`src/hdl/wgts_pkg.sv`:
```
// Shared types and constants for the widest-gap target selector.
// Depends on nothing; imported by every module of the block.
`default_nettype none

package wgts_pkg;

   // Field widths
   localparam int unsigned RANGE_W = 20;
   localparam int unsigned IDX_W   = 11;
   localparam int unsigned LEN_W   = 12;
   localparam int unsigned TOL_W   = 16;

   // Configuration port
   localparam int unsigned CSR_ADDR_W = 1;
   localparam int unsigned CSR_DATA_W = 16;

   typedef enum logic [CSR_ADDR_W-1:0] {
      CSR_CENTER_INDEX  = 1'b0,
      CSR_TIE_TOLERANCE = 1'b1
   } csr_addr_type;

   localparam logic [IDX_W-1:0] CENTER_INDEX_RESET  = 11'd1024;
   localparam logic [TOL_W-1:0] TIE_TOLERANCE_RESET = 16'd33;

   // One beam word
   typedef struct packed {
      logic [RANGE_W-1:0] range_value;
      logic               last_beam;
   } beam_type;

   // One result word
   typedef struct packed {
      logic [IDX_W-1:0] target_index;
      logic [LEN_W-1:0] gap_length;
   } result_type;

endpackage : wgts_pkg

`default_nettype wire

```
`src/hdl/wgts_in_stage.sv`:
```
// Input register for beam words of the widest-gap target selector.
// Depends on wgts_pkg for the beam word type.
`default_nettype none

module wgts_in_stage
   import wgts_pkg::*;
(
   input  wire logic     clock,
   input  wire logic     reset,
   input  wire logic     req_valid,
   output logic          req_ready,
   input  wire beam_type req_beam,
   output logic          beam_valid,
   output beam_type      beam,
   input  wire logic     beam_take
);

   logic     valid_ff;
   logic     valid_in;
   beam_type beam_ff;

   // Accept a new word whenever the held one leaves or the stage is empty
   assign req_ready = !valid_ff || beam_take;

   always_comb begin
      valid_in = valid_ff;
      if (req_ready) begin
         valid_in = req_valid;
      end
   end

   always_ff @(posedge clock) begin
      if (reset) begin
         valid_ff <= 1'b0;
      end else begin
         valid_ff <= valid_in;
      end
   end

   // Hold the payload until the word is taken
   always_ff @(posedge clock) begin
      if (req_valid && req_ready) begin
         beam_ff <= req_beam;
      end
   end

   assign beam_valid = valid_ff;
   assign beam       = beam_ff;

endmodule : wgts_in_stage

`default_nettype wire

```
`src/hdl/wgts_gap_track.sv`:
```
// Running gap tracker: current run, its pick, and the widest run so far.
// Depends on wgts_pkg for widths and the beam and result word types.
`default_nettype none

module wgts_gap_track
   import wgts_pkg::*;
#(
   parameter int unsigned SCAN_BEAMS_MAX = 2048
)
(
   input  wire logic             clock,
   input  wire logic             reset,
   input  wire logic             beam_valid,
   input  wire beam_type         beam,
   output logic                  beam_take,
   input  wire logic             out_free,
   input  wire logic [IDX_W-1:0] center_index,
   input  wire logic [TOL_W-1:0] tie_tolerance,
   output logic                  res_load,
   output result_type            res
);

   localparam int unsigned CNT_W   = $clog2(SCAN_BEAMS_MAX);
   localparam int unsigned LEN_TOP = (1 << LEN_W) - 1;
   localparam int unsigned CAP_INT = (SCAN_BEAMS_MAX > LEN_TOP) ? LEN_TOP : SCAN_BEAMS_MAX;
   localparam logic [LEN_W-1:0]   LEN_CAP  = LEN_W'(CAP_INT);
   localparam logic [CNT_W:0]     CNT_WRAP = (CNT_W+1)'(SCAN_BEAMS_MAX);

   logic [CNT_W-1:0]   cnt_ff, cnt_in;
   logic [LEN_W-1:0]   run_len_ff, run_len_in;
   logic [RANGE_W-1:0] run_max_ff, run_max_in;
   logic [IDX_W-1:0]   run_pick_ff, run_pick_in;
   logic [LEN_W-1:0]   best_len_ff, best_len_in;
   logic [IDX_W-1:0]   best_pick_ff, best_pick_in;

   logic [CNT_W:0]     cnt_inc;
   logic [IDX_W-1:0]   idx;
   logic [RANGE_W-1:0] max_gap;
   logic [LEN_W-1:0]   run_len_n;
   logic [RANGE_W-1:0] run_max_n;
   logic [IDX_W-1:0]   run_pick_n;
   logic [LEN_W-1:0]   best_len_c;
   logic [IDX_W-1:0]   best_pick_c;

   function automatic logic [IDX_W-1:0] center_dist(
      input logic [IDX_W-1:0] a,
      input logic [IDX_W-1:0] c
   );
      return (a >= c) ? (a - c) : (c - a);
   endfunction

   // A last beam waits while the result register is still full
   assign beam_take = beam_valid && (!beam.last_beam || out_free);
   assign res_load  = beam_take && beam.last_beam;

   assign idx     = IDX_W'(cnt_ff);
   assign cnt_inc = {1'b0, cnt_ff} + (CNT_W+1)'(1);
   assign max_gap = run_max_ff - beam.range_value;

   // Update the current run, closing it on a blocked beam
   always_comb begin
      run_len_n   = run_len_ff;
      run_max_n   = run_max_ff;
      run_pick_n  = run_pick_ff;
      best_len_c  = best_len_ff;
      best_pick_c = best_pick_ff;
      if (beam.range_value == '0) begin
         if (run_len_ff > best_len_ff) begin
            best_len_c  = run_len_ff;
            best_pick_c = run_pick_ff;
         end
         run_len_n  = '0;
         run_max_n  = '0;
         run_pick_n = '0;
      end else begin
         if (run_len_ff == '0 || beam.range_value > run_max_ff) begin
            run_max_n  = beam.range_value;
            run_pick_n = idx;
         end else if (max_gap < RANGE_W'(tie_tolerance)) begin
            // Near-tie: prefer the beam closer to straight ahead
            if (center_dist(idx, center_index) < center_dist(run_pick_ff, center_index)) begin
               run_pick_n = idx;
            end
         end
         if (run_len_ff < LEN_CAP) begin
            run_len_n = run_len_ff + LEN_W'(1);
         end
      end
   end

   // Close the run once more at scan end to form the result
   always_comb begin
      if (run_len_n > best_len_c) begin
         res.target_index = run_pick_n;
         res.gap_length   = run_len_n;
      end else begin
         res.target_index = best_pick_c;
         res.gap_length   = best_len_c;
      end
   end

   // Advance the beam counter, clear the scan after a last beam
   always_comb begin
      cnt_in       = cnt_ff;
      run_len_in   = run_len_ff;
      run_max_in   = run_max_ff;
      run_pick_in  = run_pick_ff;
      best_len_in  = best_len_ff;
      best_pick_in = best_pick_ff;
      if (beam_take) begin
         if (beam.last_beam) begin
            cnt_in       = '0;
            run_len_in   = '0;
            run_max_in   = '0;
            run_pick_in  = '0;
            best_len_in  = '0;
            best_pick_in = '0;
         end else begin
            cnt_in       = (cnt_inc >= CNT_WRAP) ? '0 : cnt_inc[CNT_W-1:0];
            run_len_in   = run_len_n;
            run_max_in   = run_max_n;
            run_pick_in  = run_pick_n;
            best_len_in  = best_len_c;
            best_pick_in = best_pick_c;
         end
      end
   end

   always_ff @(posedge clock) begin
      if (reset) begin
         cnt_ff       <= '0;
         run_len_ff   <= '0;
         run_max_ff   <= '0;
         run_pick_ff  <= '0;
         best_len_ff  <= '0;
         best_pick_ff <= '0;
      end else begin
         cnt_ff       <= cnt_in;
         run_len_ff   <= run_len_in;
         run_max_ff   <= run_max_in;
         run_pick_ff  <= run_pick_in;
         best_len_ff  <= best_len_in;
         best_pick_ff <= best_pick_in;
      end
   end

endmodule : wgts_gap_track

`default_nettype wire

```
`src/hdl/wgts_out_stage.sv`:
```
// Result register of the widest-gap target selector.
// Depends on wgts_pkg for the result word type.
`default_nettype none

module wgts_out_stage
   import wgts_pkg::*;
(
   input  wire logic       clock,
   input  wire logic       reset,
   input  wire logic       res_load,
   input  wire result_type res,
   output logic            out_free,
   output logic            rsp_valid,
   input  wire logic       rsp_ready,
   output result_type      rsp_result
);

   logic       valid_ff;
   logic       valid_in;
   result_type result_ff;

   // The slot frees when empty or when the receiver takes the word
   assign out_free = !valid_ff || rsp_ready;

   always_comb begin
      valid_in = valid_ff;
      if (rsp_ready) begin
         valid_in = 1'b0;
      end
      if (res_load) begin
         valid_in = 1'b1;
      end
   end

   always_ff @(posedge clock) begin
      if (reset) begin
         valid_ff <= 1'b0;
      end else begin
         valid_ff <= valid_in;
      end
   end

   always_ff @(posedge clock) begin
      if (res_load) begin
         result_ff <= res;
      end
   end

   assign rsp_valid  = valid_ff;
   assign rsp_result = result_ff;

endmodule : wgts_out_stage

`default_nettype wire

```
`src/hdl/widest_gap_target_select.sv`:
```
// Widest-gap target selector, top level.
// Beam words arrive on req_ (range_value, last_beam) with valid/ready. Beams
// are indexed from 0 in arrival order; a zero range is a blocked beam. The
// block tracks the longest run of nonzero beams (first run wins a tie) and
// the beam of greatest range inside it, moving to a near-equal beam closer
// to center_index. On the last beam of a scan one result word goes out on
// rsp_ (target_index, gap_length) and the scan state clears.
// Throughput: one beam per cycle, set by the input register feeding the
// tracker compares, while no last beam waits on a full result register.
// A last beam's result is loaded into the result register and shown there.
// csr_ writes (index 0 center_index, 1 tie_tolerance) are registered first.
// Reset: empties both registers, clears the scan state, and sets
// center_index to 1024 and tie_tolerance to 33.
// Receiver stall: the result word holds; non-last beams keep flowing, and a
// last beam waits in the input register, dropping req_ready, until the
// pending result is taken. Depends on wgts_pkg and the wgts_ submodules.
`default_nettype none

module widest_gap_target_select
   import wgts_pkg::*;
#(
   parameter int unsigned SCAN_BEAMS_MAX = 2048
)
(
   input  wire logic                  clock,
   input  wire logic                  reset,
   input  wire logic                  req_valid,
   output logic                       req_ready,
   input  wire logic [RANGE_W-1:0]    req_range_value,
   input  wire logic                  req_last_beam,
   output logic                       rsp_valid,
   input  wire logic                  rsp_ready,
   output logic [IDX_W-1:0]           rsp_target_index,
   output logic [LEN_W-1:0]           rsp_gap_length,
   input  wire logic                  csr_write_enable,
   input  wire logic [CSR_ADDR_W-1:0] csr_index,
   input  wire logic [CSR_DATA_W-1:0] csr_write_data
);

   localparam int unsigned LEN_TOP = (1 << LEN_W) - 1;
   localparam int unsigned CAP_INT = (SCAN_BEAMS_MAX > LEN_TOP) ? LEN_TOP : SCAN_BEAMS_MAX;
   localparam logic [LEN_W-1:0] LEN_CAP = LEN_W'(CAP_INT);

   logic [IDX_W-1:0] center_ff, center_in;
   logic [TOL_W-1:0] tol_ff, tol_in;

   beam_type   req_beam;
   beam_type   beam;
   logic       beam_valid;
   logic       beam_take;
   logic       out_free;
   logic       res_load;
   result_type res;
   result_type rsp_result;

   // Decode configuration writes
   always_comb begin
      center_in = center_ff;
      tol_in    = tol_ff;
      if (csr_write_enable) begin
         unique case (csr_addr_type'(csr_index))
            CSR_CENTER_INDEX:  center_in = csr_write_data[IDX_W-1:0];
            CSR_TIE_TOLERANCE: tol_in    = csr_write_data[TOL_W-1:0];
            default: ;
         endcase
      end
   end

   always_ff @(posedge clock) begin
      if (reset) begin
         center_ff <= CENTER_INDEX_RESET;
         tol_ff    <= TIE_TOLERANCE_RESET;
      end else begin
         center_ff <= center_in;
         tol_ff    <= tol_in;
      end
   end

   assign req_beam.range_value = req_range_value;
   assign req_beam.last_beam   = req_last_beam;

   wgts_in_stage u_in_stage (
      .clock      (clock),
      .reset      (reset),
      .req_valid  (req_valid),
      .req_ready  (req_ready),
      .req_beam   (req_beam),
      .beam_valid (beam_valid),
      .beam       (beam),
      .beam_take  (beam_take)
   );

   wgts_gap_track #(
      .SCAN_BEAMS_MAX (SCAN_BEAMS_MAX)
   ) u_gap_track (
      .clock         (clock),
      .reset         (reset),
      .beam_valid    (beam_valid),
      .beam          (beam),
      .beam_take     (beam_take),
      .out_free      (out_free),
      .center_index  (center_ff),
      .tie_tolerance (tol_ff),
      .res_load      (res_load),
      .res           (res)
   );

   wgts_out_stage u_out_stage (
      .clock      (clock),
      .reset      (reset),
      .res_load   (res_load),
      .res        (res),
      .out_free   (out_free),
      .rsp_valid  (rsp_valid),
      .rsp_ready  (rsp_ready),
      .rsp_result (rsp_result)
   );

   assign rsp_target_index = rsp_result.target_index;
   assign rsp_gap_length   = rsp_result.gap_length;

   // A gap never exceeds the run length cap
   a_len_capped : assert property (@(posedge clock) disable iff (reset)
      rsp_valid |-> rsp_gap_length <= LEN_CAP)
      else $error("gap length above cap");

   // An empty scan reports index zero
   a_empty_zero : assert property (@(posedge clock) disable iff (reset)
      (rsp_valid && rsp_gap_length == '0) |-> rsp_target_index == '0)
      else $error("nonzero index for empty scan");

   // A taken last beam always produces a result word next cycle
   a_last_emits : assert property (@(posedge clock) disable iff (reset)
      res_load |=> rsp_valid)
      else $error("last beam lost its result");

   // The input stage only stalls while it holds a word
   a_ready_empty : assert property (@(posedge clock) disable iff (reset)
      !beam_valid |-> req_ready)
      else $error("input stalled while empty");

endmodule : widest_gap_target_select

`default_nettype wire
```
`config.mk`:
```
export PLATFORM = sky130hd
export DESIGN_NAME = widest_gap_target_select
export DESIGN_NICKNAME = d
export VERILOG_FILES = /design/src/hdl/wgts_pkg.sv /design/src/hdl/wgts_in_stage.sv /design/src/hdl/wgts_gap_track.sv /design/src/hdl/wgts_out_stage.sv /design/src/hdl/widest_gap_target_select.sv
export SDC_FILE = /design/constraint.sdc
export NUM_CORES = 1
export LEC_CHECK = 0
export ABC_CLOCK_PERIOD_IN_PS = 8400
export BUFFER_PORTS_ARGS = -buffer_cell sky130_fd_sc_hd__buf_2
export CELL_PAD_IN_SITES_DETAIL_PLACEMENT = 1
export CELL_PAD_IN_SITES_GLOBAL_PLACEMENT = 1
export CORE_ASPECT_RATIO = 1.2
export CORE_MARGIN = 1
export CORE_UTILIZATION = 35
export DETAILED_ROUTE_END_ITERATION = 12
export PLACE_DENSITY_LB_ADDON = 0.25
export SETUP_SLACK_MARGIN = 0.02
export SYNTH_ARGS = -nofsm -noshare
export SYNTH_HDL_FRONTEND = slang
export SYNTH_SLANG_ARGS = --single-unit
```
`constraint.sdc`:
```
create_clock -name clock -period 8.4 [get_ports clock]
set_input_delay 0.42 -clock clock [delete_from_list [all_inputs] [get_ports clock]]
set_output_delay 0.42 -clock clock [all_outputs]
set_load 0.01 [all_outputs]
```
Word-level counts from Yosys, hierarchy flattened. Index checks and enable logic that the tools add are counted.

Add/sub/neg operators: 7. Multiply operators: 0. Div/mod/pow operators: 0. Magnitude comparators: 9. Equality and inequality tests: 0. Shifts and indexed selects: 0. Mux-type cells: 24. Bitwise gates (word level): 1. Reduce and logical (&&, ||, !) cells: 17.

Operator list (number): $mux 11 (12); $mux 12 (6); $mux 20 (3); $sub 11x11->11 (4); $gt 12x12->1 (2); $mux 23 (1); $ge 11x11->1 (2); $gt 20x20->1 (1); $logic_not 20->1 (1); $lt 20x16->1 (1); $sub 20x20->20 (1); $add 11x1->12 const B (1); $add 12x1->12 const B (1); $ge 12x12->1 const B (1); $logic_not 12->1 (1); $lt 12x12->1 const B (1); $lt 11x11->1 (1); $reduce_and 2->1 (3); $logic_or 1x1->1 (4); $logic_and 1x1->1 (3); $logic_not 1->1 (3); $reduce_bool 3->1 (1); $mux 1 (2); $reduce_bool 2->1 (1); $not 1->1 (1).

Bits in registers: 150. Bits in latches: 0. Bits in writable memories: 0. ROM bits: 0. Input bits: 43. Output and inout port bits: 25. Word-level logic and storage cells: 72. Memories kept: 0.

Longest topological paths before layout. Gate-level depths: netlist of run 1.

Word-level depth: 8. Gate-level depth with buffers: 24. Mapped depth without buffers: 23.

By module. From an unflattened synthesis of run 1, not the netlist that was laid out.

Cell total of the unflattened synthesis: 1209. Area total of the unflattened synthesis: 10651.5 µm².

Modules (own cells, without submodules): wgts_gap_track (times used 1, cells each 1044, area each 8026.4 µm², seq. area each 1541.5 µm²); widest_gap_target_select (times used 1, cells each 112, area each 1202.4 µm², seq. area each 540.5 µm²); wgts_out_stage (times used 1, cells each 27, area each 737.0 µm², seq. area each 710.7 µm²); wgts_in_stage (times used 1, cells each 26, area each 685.7 µm², seq. area each 650.6 µm²).

Worst setup path after synthesis of run 1. OpenSTA, ideal clock, no wires.

Path kind: register -> register. Start point: register center_ff[1]. End point: register u_out_stage.result_ff, in the netlist u_out_stage.rsp_result[12], data pin. Library setup time: 0.266 ns. Data arrival time: 5.008 ns. Required time: 8.134 ns. Path slack: 3.126 ns. Cell stages (with the launch flop): 24. Path buffers: 2. Period minus slack after synthesis: 5.274 ns. Cell sequence: dfxtp_1 inv_1 ha_1 nor2b_1 o21ai_1 a21boi_1 o21ai_1 o21ai_1 a31oi_1 clkbuf_1 nor2_1 a221oi_1 xor2_1 ha_1 a211oi_1 nand3_1 a31oi_1 nor2_1 nand4b_1 or4_4 o41ai_4 buf_6 mux2i_1 o21ai_1.

RTL lines: from (decl) (RTL line widest_gap_target_select.sv:44) `logic [IDX_W-1:0] center_ff, center_in;`; from (signal assigned) (RTL line widest_gap_target_select.sv:74) `center_ff <= center_in;`; to (signal assigned) (RTL line wgts_out_stage.sv:45) `result_ff <= res;`; to (decl) (RTL line wgts_out_stage.sv:20) `result_type result_ff;`.

Worst setup path after layout of run 1.
Start point: register center_ff[1]. End point: register u_gap_track.run_pick_ff[4].

Cells in the longest elaborated chain, start to end: 8. Elaborated cells between the ends (all ways): 14. Those cells by class: add/sub (4); order compare (3); mux (7).

RTL lines: $sub 11x11->11 or $ge 11x11->1 (tied branches) (RTL line wgts_gap_track.sv:49) `return (a >= c) ? (a - c) : (c - a);`; $mux 11 (RTL line wgts_gap_track.sv:49); $lt 11x11->1 * (RTL line wgts_gap_track.sv:81) `if (center_dist(idx, center_index) < center_dist(run_pick_ff, center_index)) begin`; $mux 11 * (RTL line wgts_gap_track.sv:81); $mux 11 * (RTL line wgts_gap_track.sv:79) `end else if (max_gap < RANGE_W'(tie_tolerance)) begin`; $mux 11 * (RTL line wgts_gap_track.sv:76) `if (run_len_ff == '0 || beam.range_value > run_max_ff) begin`; $mux 11 * (RTL line wgts_gap_track.sv:67) `if (beam.range_value == '0) begin`; $mux 11 * (RTL line wgts_gap_track.sv:111) `if (beam.last_beam) begin`; to (signal assigned) (RTL line wgts_gap_track.sv:141) `run_pick_ff <= run_pick_in;`; to (decl) (RTL line wgts_gap_track.sv:32) `logic [IDX_W-1:0] run_pick_ff, run_pick_in;`.

Mark *: on every way between the ends. The rest lies on a longest branch, timed or not. A chain may end at the register's enable or synchronous reset.

==> run metrics, run 1 <==
HP Start req_range_value[16]; Post-DP HPWL 22.1 mm; first-pass GRT wire length 46.7 mm; CTS tree done; Final Setup Violations 0; part of the power in the clock network 42.3%; Worst-Skew Late Latency 0.44 ns; H-tree depth 4; CP Max Fanout 13; Layout Utilization 40.4%; drt drc 0; combinational share of power 17.1%; Slew @ Worst Pin 1.20 ns; clk slew on worst S/H paths 0.06 ns; core area 27900 sq um; clk_skew 0.00824 ns; Post-Syn Area 9950 sq um; FILL cells 3290; GR Util All Layers 20.7%; worst r2r src center_ff[1]$_SDFFE_PP0P_; most used cell, CP o21ai_1; CTS Buf Count 17; Crit path max-delay family compound AO/OA/AOI/OAI gates; HP Class primary input to register; total congestion overflow 0; Worst EP required 8.78 ns; peak supply drop 0.156 mV; RSZ-0062 raised after global routing false; Syn Area/Cell 8.78 sq um; chip height 187 um; vias in the first global route 8658; startpoint types register; # nets final 1348; upper clock frequency limit 0.171 GHz; Switch Pwr 0.528 mW; Critical Path AT 6.24 ns; drt first pass iters 4; Final Max Slew Viols 0; Vias/cell 5.24; ys async rst share 0%; EDFF count, synth 44; n_diodes 0; warnings from Yosys 0; Setup Fix Bufs, Post-CTS 0; RR Endpoint u_gap_track.run_pick_ff[4]$_SDFFE_PP0P_; PD cells 171 nW/um^2; Design Power 1.93 mW; Crit Path Category register to register; Seq pwr share 40.6%; Buf/Inv on CP 3; CP max stage delay 0.58 ns; Syn Inst Count 1133; cts repair resizes 0; Layout area overhead 13.5%; DIE AREA 29100 sq um; hold depth 1; r2r setup slk 2.54 ns; PortBufs 67; P_int 1.40 mW; initial antenna violation count 0; CTS root buf clkbuf_16; synthesized flop and latch total 150; # hold bufs at CTS 0; max-cap viol count 0; CP max-delay cell or4_4; via count 8276; leakage power 4.90 nW; CP endpoint kind register; worst rel slew slack 19.7%; GPL Wtd Cong 0.872; register area share after synthesis 34.6%; row cnt 67; Boundary Pins 68; top_reg_cell synth dfxtp_1; Die Width 156 um; Final min period 5.86 ns; fraction of layout cells with a size suffix above 1 11.5%; R2R cell count 23; Final ANT Viol Nets 0; setup TNS 0 ns; CTS Sinks 150; Hold Violations, Final 0; wirelength, routed 28.8 mm; outcome completed; cells along the critical path inv_1 > ha_1 > nor2b_1 > o21ai_1 > a21boi_1 > o21ai_1 > o21ai_1 > a31oi_1 > buf_4 > mux2i_1 > a221oi_1 > xor2_1 > ha_1 > a211oi_1 > nand3_1 > a31oi_1 > nor2_1 > nand4b_1 > or4_4 > o41ai_4 > buf_4 > and2b_1 > a22o_1; WL/cell 18.3 um; Mapped Nets 1295; Starting Density 35.6%; clock buffer depth 2; Hold EP u_in_stage.beam[17]$_DFFE_PP_; post-synthesis cell type count 69; initial DRC count 408; sw frac 27.4%; Final period util 69.8%; largest net degree at the start of global routing 47
## metal layers
| layer | part of all wire (%) | track usage, % | vias to the layer above |
|---|---|---|---|
| met5 | 0 | 0 | - |
| met4 | 3.0 | 8.41 | 0 |
| met3 | 2.1 | 2.88 | 38 |
| met2 | 51 | 36.3 | 88 |
| met1 | 44 | 25.2 | 4046 |
| li1 | - | - | 4104 |
## flip-flops by register name, summed over array words and instances (netlist names)
register                  cells
u_out_stage.rsp_valid         1
u_out_stage.rsp_result       23
center_ff                    11
u_gap_track.cnt_ff           11
u_gap_track.run_max_ff       20
u_in_stage.beam              21
tol_ff                       16
u_gap_track.best_pick_ff     11
u_gap_track.run_len_ff       12
u_gap_track.best_len_ff      12
u_in_stage.beam_valid         1
u_gap_track.run_pick_ff      11
## final cells by class
type                    count  area [sq um]  share of cell area (%)
well taps                 379           474                    4.20
clock buffers              20           437                    3.87
clock inverters            12           179                    1.58
inverters                 103           387                    3.42
repair buffers             80           433                    3.83
multi-input cells         834          5940                    52.6
flip-flops and latches    150          3440                    30.5
## synth_stat cells (2+ instances only)
cell | instances | area [sq um]
a211oi_1 | 4 | 30.0
a21o_1 | 35 | 263
a21oi_1 | 98 | 490
a22o_1 | 15 | 131
a22oi_1 | 40 | 300
a2bb2oi_1 | 13 | 114
a31oi_1 | 7 | 43.8
and2_1 | 5 | 31.3
and3_1 | 3 | 18.8
and4_1 | 2 | 17.5
buf_6 | 3 | 33.8
clkbuf_1 | 43 | 161
dfxtp_1 | 106 | 2120
edfxtp_1 | 44 | 1320
fa_1 | 5 | 100
ha_1 | 114 | 1430
inv_1 | 101 | 379
mux2_2 | 15 | 169
mux2i_1 | 35 | 350
nand2_1 | 102 | 383
nand2b_1 | 9 | 56.3
nand3_1 | 15 | 75.1
nand3b_1 | 2 | 15.0
nand4_1 | 14 | 87.6
nand4b_1 | 2 | 17.5
nor2_1 | 119 | 447
nor2b_1 | 11 | 68.8
nor3_1 | 10 | 50.1
nor4_1 | 6 | 37.5
nor4b_1 | 3 | 26.3
o211a_1 | 2 | 20.0
o211ai_1 | 3 | 22.5
o21a_1 | 4 | 30.0
o21ai_0 | 16 | 80.1
o21ai_1 | 25 | 125
o21bai_1 | 14 | 105
o221ai_1 | 2 | 17.5
o22ai_1 | 2 | 12.5
o41ai_4 | 2 | 55.1
or3_1 | 2 | 12.5
xnor2_1 | 38 | 333
xor2_1 | 15 | 131
## worst max-delay path by stage
stage	startpoint	endpoint	slack (ns)	depth (start not counted)
after floorplan	center_ff[1]$_SDFFE_PP0P_	u_out_stage.rsp_result[12]$_DFFE_PP_	3.13	23
after global placement	center_ff[6]$_SDFFE_PP0P_	u_gap_track.run_pick_ff[0]$_SDFFE_PP0P_	2.83	22
after detailed placement	center_ff[1]$_SDFFE_PP0P_	u_gap_track.run_pick_ff[1]$_SDFFE_PP0P_	2.61	23
after CTS	center_ff[1]$_SDFFE_PP0P_	u_gap_track.run_pick_ff[10]$_SDFFE_PP0P_	2.55	23
after global routing	center_ff[1]$_SDFFE_PP0P_	u_gap_track.run_pick_ff[10]$_SDFFE_PP0P_	2.07	23
final	center_ff[1]$_SDFFE_PP0P_	u_gap_track.run_pick_ff[4]$_SDFFE_PP0P_	2.54	23
## logic make-up (layout without fill, tap and decap cells)
family	count (synthesis)	in the layout	synth area share (%)
and+or+nand+nor	312	312	14.2
buffers and inverters	149	215	5.85
AOI/OAI and AO/OA	300	300	20.2
xor gates and xnor gates	53	53	4.67
DFF	150	150	34.6
adders and majority gates	119	119	15.3
muxes	50	50	5.22
## placed cells by master, fill, tap and decap left out, drive strengths merged, types with 4 or more instances in the layout
cell type,count
edfxtp,44
a31oi,7
mux2,15
xor2,15
mux2i,35
clkbuf,20
a22oi,40
nor3,11
nand2b,9
o21ai,42
o21a,4
nand2,102
a22o,15
buf,80
xnor2,38
and2,5
a2bb2oi,13
bufinv,4
nand4,14
nor2b,11
nor4,7
nor2,119
dfxtp,106
a211oi,4
nand3,15
and3,4
inv,103
ha,114
clkinv,6
a21o,35
a21oi,98
fa,5
o21bai,14
## through the flow
stage	setup WS (ns)	area (sq um)	hold WS (ns)	std cells
after global routing	2.07	11300	0.134	1578
after detailed placement	2.61	10700	0.451	1546
after CTS	2.55	11300	0.128	1578
final	2.54	11300	0.151	1578
after floorplan	3.13	9950	0.433	1133
after global placement	2.83	10700	0.447	1546
## power groups by stage
stage          Clock [mW]  Sequential, mW  Combinational (mW)
5_1_grt             0.861           0.785               0.372
6_report            0.816           0.782               0.329
3_5_place_dp            0           0.798               0.328
4_1_cts             0.838           0.782               0.331
3_3_place_gp            0           0.798               0.321
2_1_floorplan           0           0.794               0.233
No activity file was read; power rests on OpenSTA's default activity.
==> inputs of run 2 (changes only) <==
--- a/config.mk
+++ b/config.mk
@@ -5,7 +5,7 @@
 export SDC_FILE = /design/constraint.sdc
 export NUM_CORES = 1
 export LEC_CHECK = 0
-export ABC_CLOCK_PERIOD_IN_PS = 8400
+export ABC_CLOCK_PERIOD_IN_PS = 5150
 export BUFFER_PORTS_ARGS = -buffer_cell sky130_fd_sc_hd__buf_2
 export CELL_PAD_IN_SITES_DETAIL_PLACEMENT = 1
 export CELL_PAD_IN_SITES_GLOBAL_PLACEMENT = 1
==> constraint.sdc (replaced) <==
create_clock -name clock -period 5.15 [get_ports clock]
set_input_delay 0.2575 -clock clock [delete_from_list [all_inputs] [get_ports clock]]
set_output_delay 0.2575 -clock clock [all_outputs]
set_load 0.01 [all_outputs]
==> run metrics, run 2 (synthesis results as in run 1) <==
via count 8634; Post-DP Area 11100 sq um; wirelength, routed 30.4 mm; Critical Path AT 5.25 ns; Hold Violations, Final 0; register area 3450 sq um; CTS Sinks 150; most frequent cells in the layout nor2_1, nand2_1, ha_1, dfxtp_1, inv_1; Die Width 156 um; Final min period 5.08 ns; CP endpoint kind register; Layout area overhead 25.4%; GR Util All Layers 21.2%; initial antenna violation count 0; core area 27900 sq um; CP Max Fanout 7; Boundary Pins 68; WL/cell 18.2 um; H-tree depth 4; CTS Buf Count 17; final instance area 12500 sq um; startpoint types register; Final ANT Viol Nets 0; DR top layer met4; CP max stage delay 0.51 ns; clk_skew 0.0120 ns; max-cap viol count 0; DIE AREA 29100 sq um; Worst-Skew Late Latency 0.44 ns; GPL Wtd Cong 0.897; CP max-delay cell or4_4; Final Max Slew Viols 0; RSZ-0062 raised after global routing true; cells along the critical path buf_6 > ha_4 > inv_2 > fa_2 > a21o_1 > a21o_1 > a21oi_2 > o21bai_1 > a21oi_1 > o211a_1 > nor2_1 > xnor2_1 > ha_1 > a211oi_2 > nand3_1 > a31oi_1 > nor2_1 > nand4b_1 > or4_4 > o41ai_4 > buf_6 > buf_12 > mux2i_4 > o21ai_2; Crit Path Category register to register; CTS root buf clkbuf_16; HP Class primary input to register; clock buffer depth 2; chip height 187 um; Buf/Inv on CP 4; fraction of layout cells with a size suffix above 1 21.3%; Starting Density 35.6%; row cnt 67; Post-DP HPWL 22.8 mm; initial DRC count 288; Vias/cell 5.16; final worst slack 0.0719 ns; Slew @ Worst Pin 1.19 ns; worst rel slew slack 20.4%; drt drc 0; total congestion overflow 0; max reg flops 23; vias in the first global route 9037; Final period util 98.6%; CTS tree done; drt first pass iters 4; PD cells 263 nW/um^2; # nets final 1443; routed wl met3 689 um; Multi-input gate area 6250 sq um; largest net degree at the start of global routing 88; clk slew on worst S/H paths 0.06 ns; metal2 WL 16.0 mm; metal1 wirelength 12.7 mm; Final Setup Violations 0; Worst EP required 5.33 ns; n_diodes 0; Crit path max-delay family compound AO/OA/AOI/OAI gates; first-pass GRT wire length 47.8 mm; FILL cells 3270; most common cell after layout, fill and taps aside nor2_1; peak supply drop 0.285 mV; leakage power 5.43 nW; outcome completed; upper clock frequency limit 0.197 GHz; Place WS -0.306 ns; PortBufs 67
==> run 2: cell count changes in the layout (fill, tap and decap cells not counted), moves of 7 or more <==
cell,change
ha_4,+8
o21ai_1,-7
inv_1,-7
a21oi_2,+8
dlygate4sd3_1,+21
dfxtp_1,-7
buf_4,+67
ha_1,-13
a21oi_1,-8
==> run 2: repair_timing <==
| action | CTS | global route |
|---|---|---|
| endpoints found under the hold margin | 21 | 0 |
| gates resized for setup | 20 | 61 |
| endpoints found under the setup margin | 22 | 22 |
| gates cloned | 1 | 1 |
| buffers inserted | 3 | 10 |
| hold buffers | 21 | 0 |
| pin swaps | 12 | 24 |
==> run 2: routing by layer <==
metal | GRT usage, % | up-vias
met5 | 0 | -
met4 | 8.79 | 0
met3 | 3.23 | 33
met2 | 38.5 | 112
met1 | 24.4 | 4192
li1 | - | 4297
==> run 2: stage by stage <==
stage	power (mW)	TNS, ns	cells	utilization, %	hold slack [ns]
global placement	1.85	-2.33	1605	39.9	0.435
global route	3.43	-2.87	1673	44.7	0.0448
CTS	3.28	0	1662	43.5	0.0341
detailed placement	1.87	-5.94	1605	39.9	0.436
floorplan	1.68	0	1133	-	0.356
finish	3.28	0	1673	44.7	0.0596
==> run 2: final timing paths <==
path                                                              to  slack (ns)                 startpoint  cells past startpoint
worst max register to register  u_out_stage.rsp_result[12]$_DFFE_PP_        0.07  center_ff[0]$_SDFFE_PP0P_                     24
worst min register to register                tol_ff[6]$_SDFFE_PP0P_        0.46     tol_ff[6]$_SDFFE_PP0P_                      2
worst min-delay path                      center_ff[10]$_SDFFE_PP1P_        0.06         csr_write_data[10]                      2
worst max-delay path            u_out_stage.rsp_result[12]$_DFFE_PP_        0.07  center_ff[0]$_SDFFE_PP0P_                     24
==> run 2: where the power goes <==
part           internal, mW  switching [mW]  leakage, nW  total (mW)
registers              1.25          0.0233         1.29        1.27
logic                 0.294           0.361         3.84       0.655
clock network         0.843           0.508        0.309        1.35
total                  2.39           0.892         5.43        3.28
==> run 2: final cells by class <==
type / instances / share of cell area [%]
Multi-Input combinational cell: 834 / 50.1
Timing Repair Buffer: 175 / 10.2
Inverter: 103 / 3.12
Clock buffer: 25 / 4.14
Clock inverter: 7 / 0.933
Tap cell: 379 / 3.80
Sequential cell: 150 / 27.7
==> inputs of run 3 (changes only) <==
--- a/config.mk
+++ b/config.mk
@@ -9,7 +9,7 @@
 export BUFFER_PORTS_ARGS = -buffer_cell sky130_fd_sc_hd__buf_2
 export CELL_PAD_IN_SITES_DETAIL_PLACEMENT = 1
 export CELL_PAD_IN_SITES_GLOBAL_PLACEMENT = 1
-export CORE_ASPECT_RATIO = 1.2
+export CORE_ASPECT_RATIO = 0.8
 export CORE_MARGIN = 1
 export CORE_UTILIZATION = 35
 export DETAILED_ROUTE_END_ITERATION = 12
==> run metrics, run 3 (synthesis results as in run 1) <==
outcome completed; vias in the first global route 8953; HP Start csr_write_data[11]; Final Setup Violations 0; Vias/cell 5.30; RR Endpoint u_out_stage.rsp_result[18]$_DFFE_PP_; CP endpoint kind register; HP Class primary input to register; Hold Violations, Final 0; core area 27600 sq um; Die Width 190 um; Boundary Pins 68; startpoint types register; H-tree depth 4; Starting Density 36.1%; upper clock frequency limit 0.196 GHz; Seq pwr share 39.8%; max-cap viol count 0; peak supply drop 0.162 mV; DIE AREA 29100 sq um; Post-DP Area 11100 sq um; Hold EP tol_ff[11]$_SDFFE_PP0P_; Final Max Slew Viols 0; Switch Pwr 0.929 mW; wirelength, routed 31.7 mm; most frequent cells in the layout nor2_1, nand2_1, dfxtp_1, ha_1, inv_1; met1 usage 31.0%; P_int 2.27 mW; PortBufs 67; Final ANT Viol Nets 0; initial antenna violation count 0; met2 usage in global routing 34.3%; drt first pass iters 7; R2R cell count 25; via count 8775; CTS tree done; initial DRC count 454; CTS Buf Count 17; Final period util 99.0%; final hold slack 0.0584 ns; CTS root buf clkbuf_16; largest net degree at the start of global routing 54; fraction of layout cells with a size suffix above 1 21.5%; # nets final 1440; Final min period 5.10 ns; Post-DP HPWL 23.8 mm; first-pass GRT wire length 49.1 mm; final instance area 12400 sq um; RSZ-0062 raised after global routing true; row cnt 54; GPL Wtd Cong 0.906; CTS Sinks 150; most common cell after layout, fill and taps aside nor2_1; max reg flops 23; GR Util All Layers 21.8%; hold depth 3; sw frac 29.0%; Layout area overhead 24.6%; Worst EP required 5.33 ns; clk slew on worst S/H paths 0.07 ns; dpl cells 1582; part of the power in the clock network 38.4%; WL/cell 19.1 um; met3 usage in global routing 3.29%; Worst-Skew Late Latency 0.44 ns; r2r setup slk 0.05 ns; Critical Path AT 5.28 ns; leakage power 5.39 nW; combinational share of power 21.8%; Crit Path Category register to register; clock buffer depth 2; worst r2r src u_gap_track.cnt_ff[0]$_SDFFE_PP0P_; clk_skew 0.0117 ns; chip height 153 um; CP Max Fanout 7; grt peak-use layer met2; Finished Layout Cells 1655; drt drc 0; PD cells 258 nW/um^2; worst rel slew slack 18.3%; total congestion overflow 0; n_diodes 0; Slew @ Worst Pin 1.22 ns
==> run 3: final cells by class <==
type | instances | area [sq um]
clock buffer | 25 | 528
clock inverter | 7 | 41.3
fill | 3219 | 15200
inverter | 103 | 394
multi-input combinational | 834 | 6270
sequential | 150 | 3450
tap | 364 | 455
timing repair buffer | 172 | 1250
==> run 3: worst max-delay path, stage by stage (launching register included) <==
cell and delay [ns]:
dfxtp_2 0.32, buf_6 0.13, inv_4 0.06, ha_4 0.15, inv_2 0.05, fa_2 0.38, a21o_1 0.16, a21o_1 0.17
a21oi_2 0.12, o21bai_1 0.11, a21oi_1 0.22, o211a_1 0.20, nor2_2 0.06, xnor2_2 0.24, ha_4 0.25, a211oi_2 0.21
nand3_1 0.11, a31oi_1 0.15, nor2_1 0.06, nand4b_1 0.16, or4_4 0.56, o41ai_4 0.31, buf_6 0.19, buf_12 0.14
mux2i_1 0.21, o21ai_1 0.11
==> run 3: per-layer routing <==
metal / vias up / share of wire (%)
met1: 4299 / 49
met5: - / 0
met4: 0 / 1.2
met3: 26 / 3.7
li1: 4287 / -
met2: 163 / 46
==> run 3: how the worst max path moves through the flow <==
stage                                        from                                       to  slack, ns  cells past startpoint
5_1_grt                 center_ff[7]$_SDFFE_PP0P_     u_out_stage.rsp_result[18]$_DFFE_PP_      -0.18                     24
3_5_place_dp            center_ff[0]$_SDFFE_PP0P_     u_out_stage.rsp_result[18]$_DFFE_PP_      -0.24                     21
2_1_floorplan           center_ff[1]$_SDFFE_PP0P_     u_out_stage.rsp_result[12]$_DFFE_PP_       0.03                     23
3_3_place_gp            center_ff[0]$_SDFFE_PP0P_  u_gap_track.run_pick_ff[2]$_SDFFE_PP0P_      -0.08                     24
4_1_cts                 center_ff[0]$_SDFFE_PP0P_     u_out_stage.rsp_result[14]$_DFFE_PP_       0.06                     25
6_report       u_gap_track.cnt_ff[0]$_SDFFE_PP0P_     u_out_stage.rsp_result[18]$_DFFE_PP_       0.05                     25
==> run 3: repair_timing <==
| item | in CTS | in global routing |
|---|---|---|
| cloned | 1 | 1 |
| resized for setup | 13 | 73 |
| endpoints found under the hold margin | 20 | 1 |
| hold buffers | 20 | 1 |
| pin swaps | 12 | 68 |
| setup endpoints to repair | 22 | 22 |
| setup buffers | 5 | 13 |
==> run 3: through the flow <==
step / setup TNS (ns) / power (mW) / utilization (%) / setup WS [ns]
floorplan: 0 / 1.68 / - / 0.0306
global placement: -1.48 / 1.86 / 40.1 / -0.0838
detailed placement: -4.70 / 1.88 / 40.1 / -0.245
CTS: 0 / 3.15 / 43.4 / 0.0583
global route: -3.15 / 3.35 / 44.9 / -0.182
finish: 0 / 3.20 / 44.9 / 0.0501
==> run 3: power groups by stage <==
stage | registers (mW) | logic [mW] | clock network [mW]
2_1_floorplan | 1.30 | 0.381 | 0
3_3_place_gp | 1.30 | 0.565 | 0
3_5_place_dp | 1.30 | 0.577 | 0
4_1_cts | 1.27 | 0.616 | 1.26
5_1_grt | 1.28 | 0.765 | 1.30
6_report | 1.27 | 0.700 | 1.23
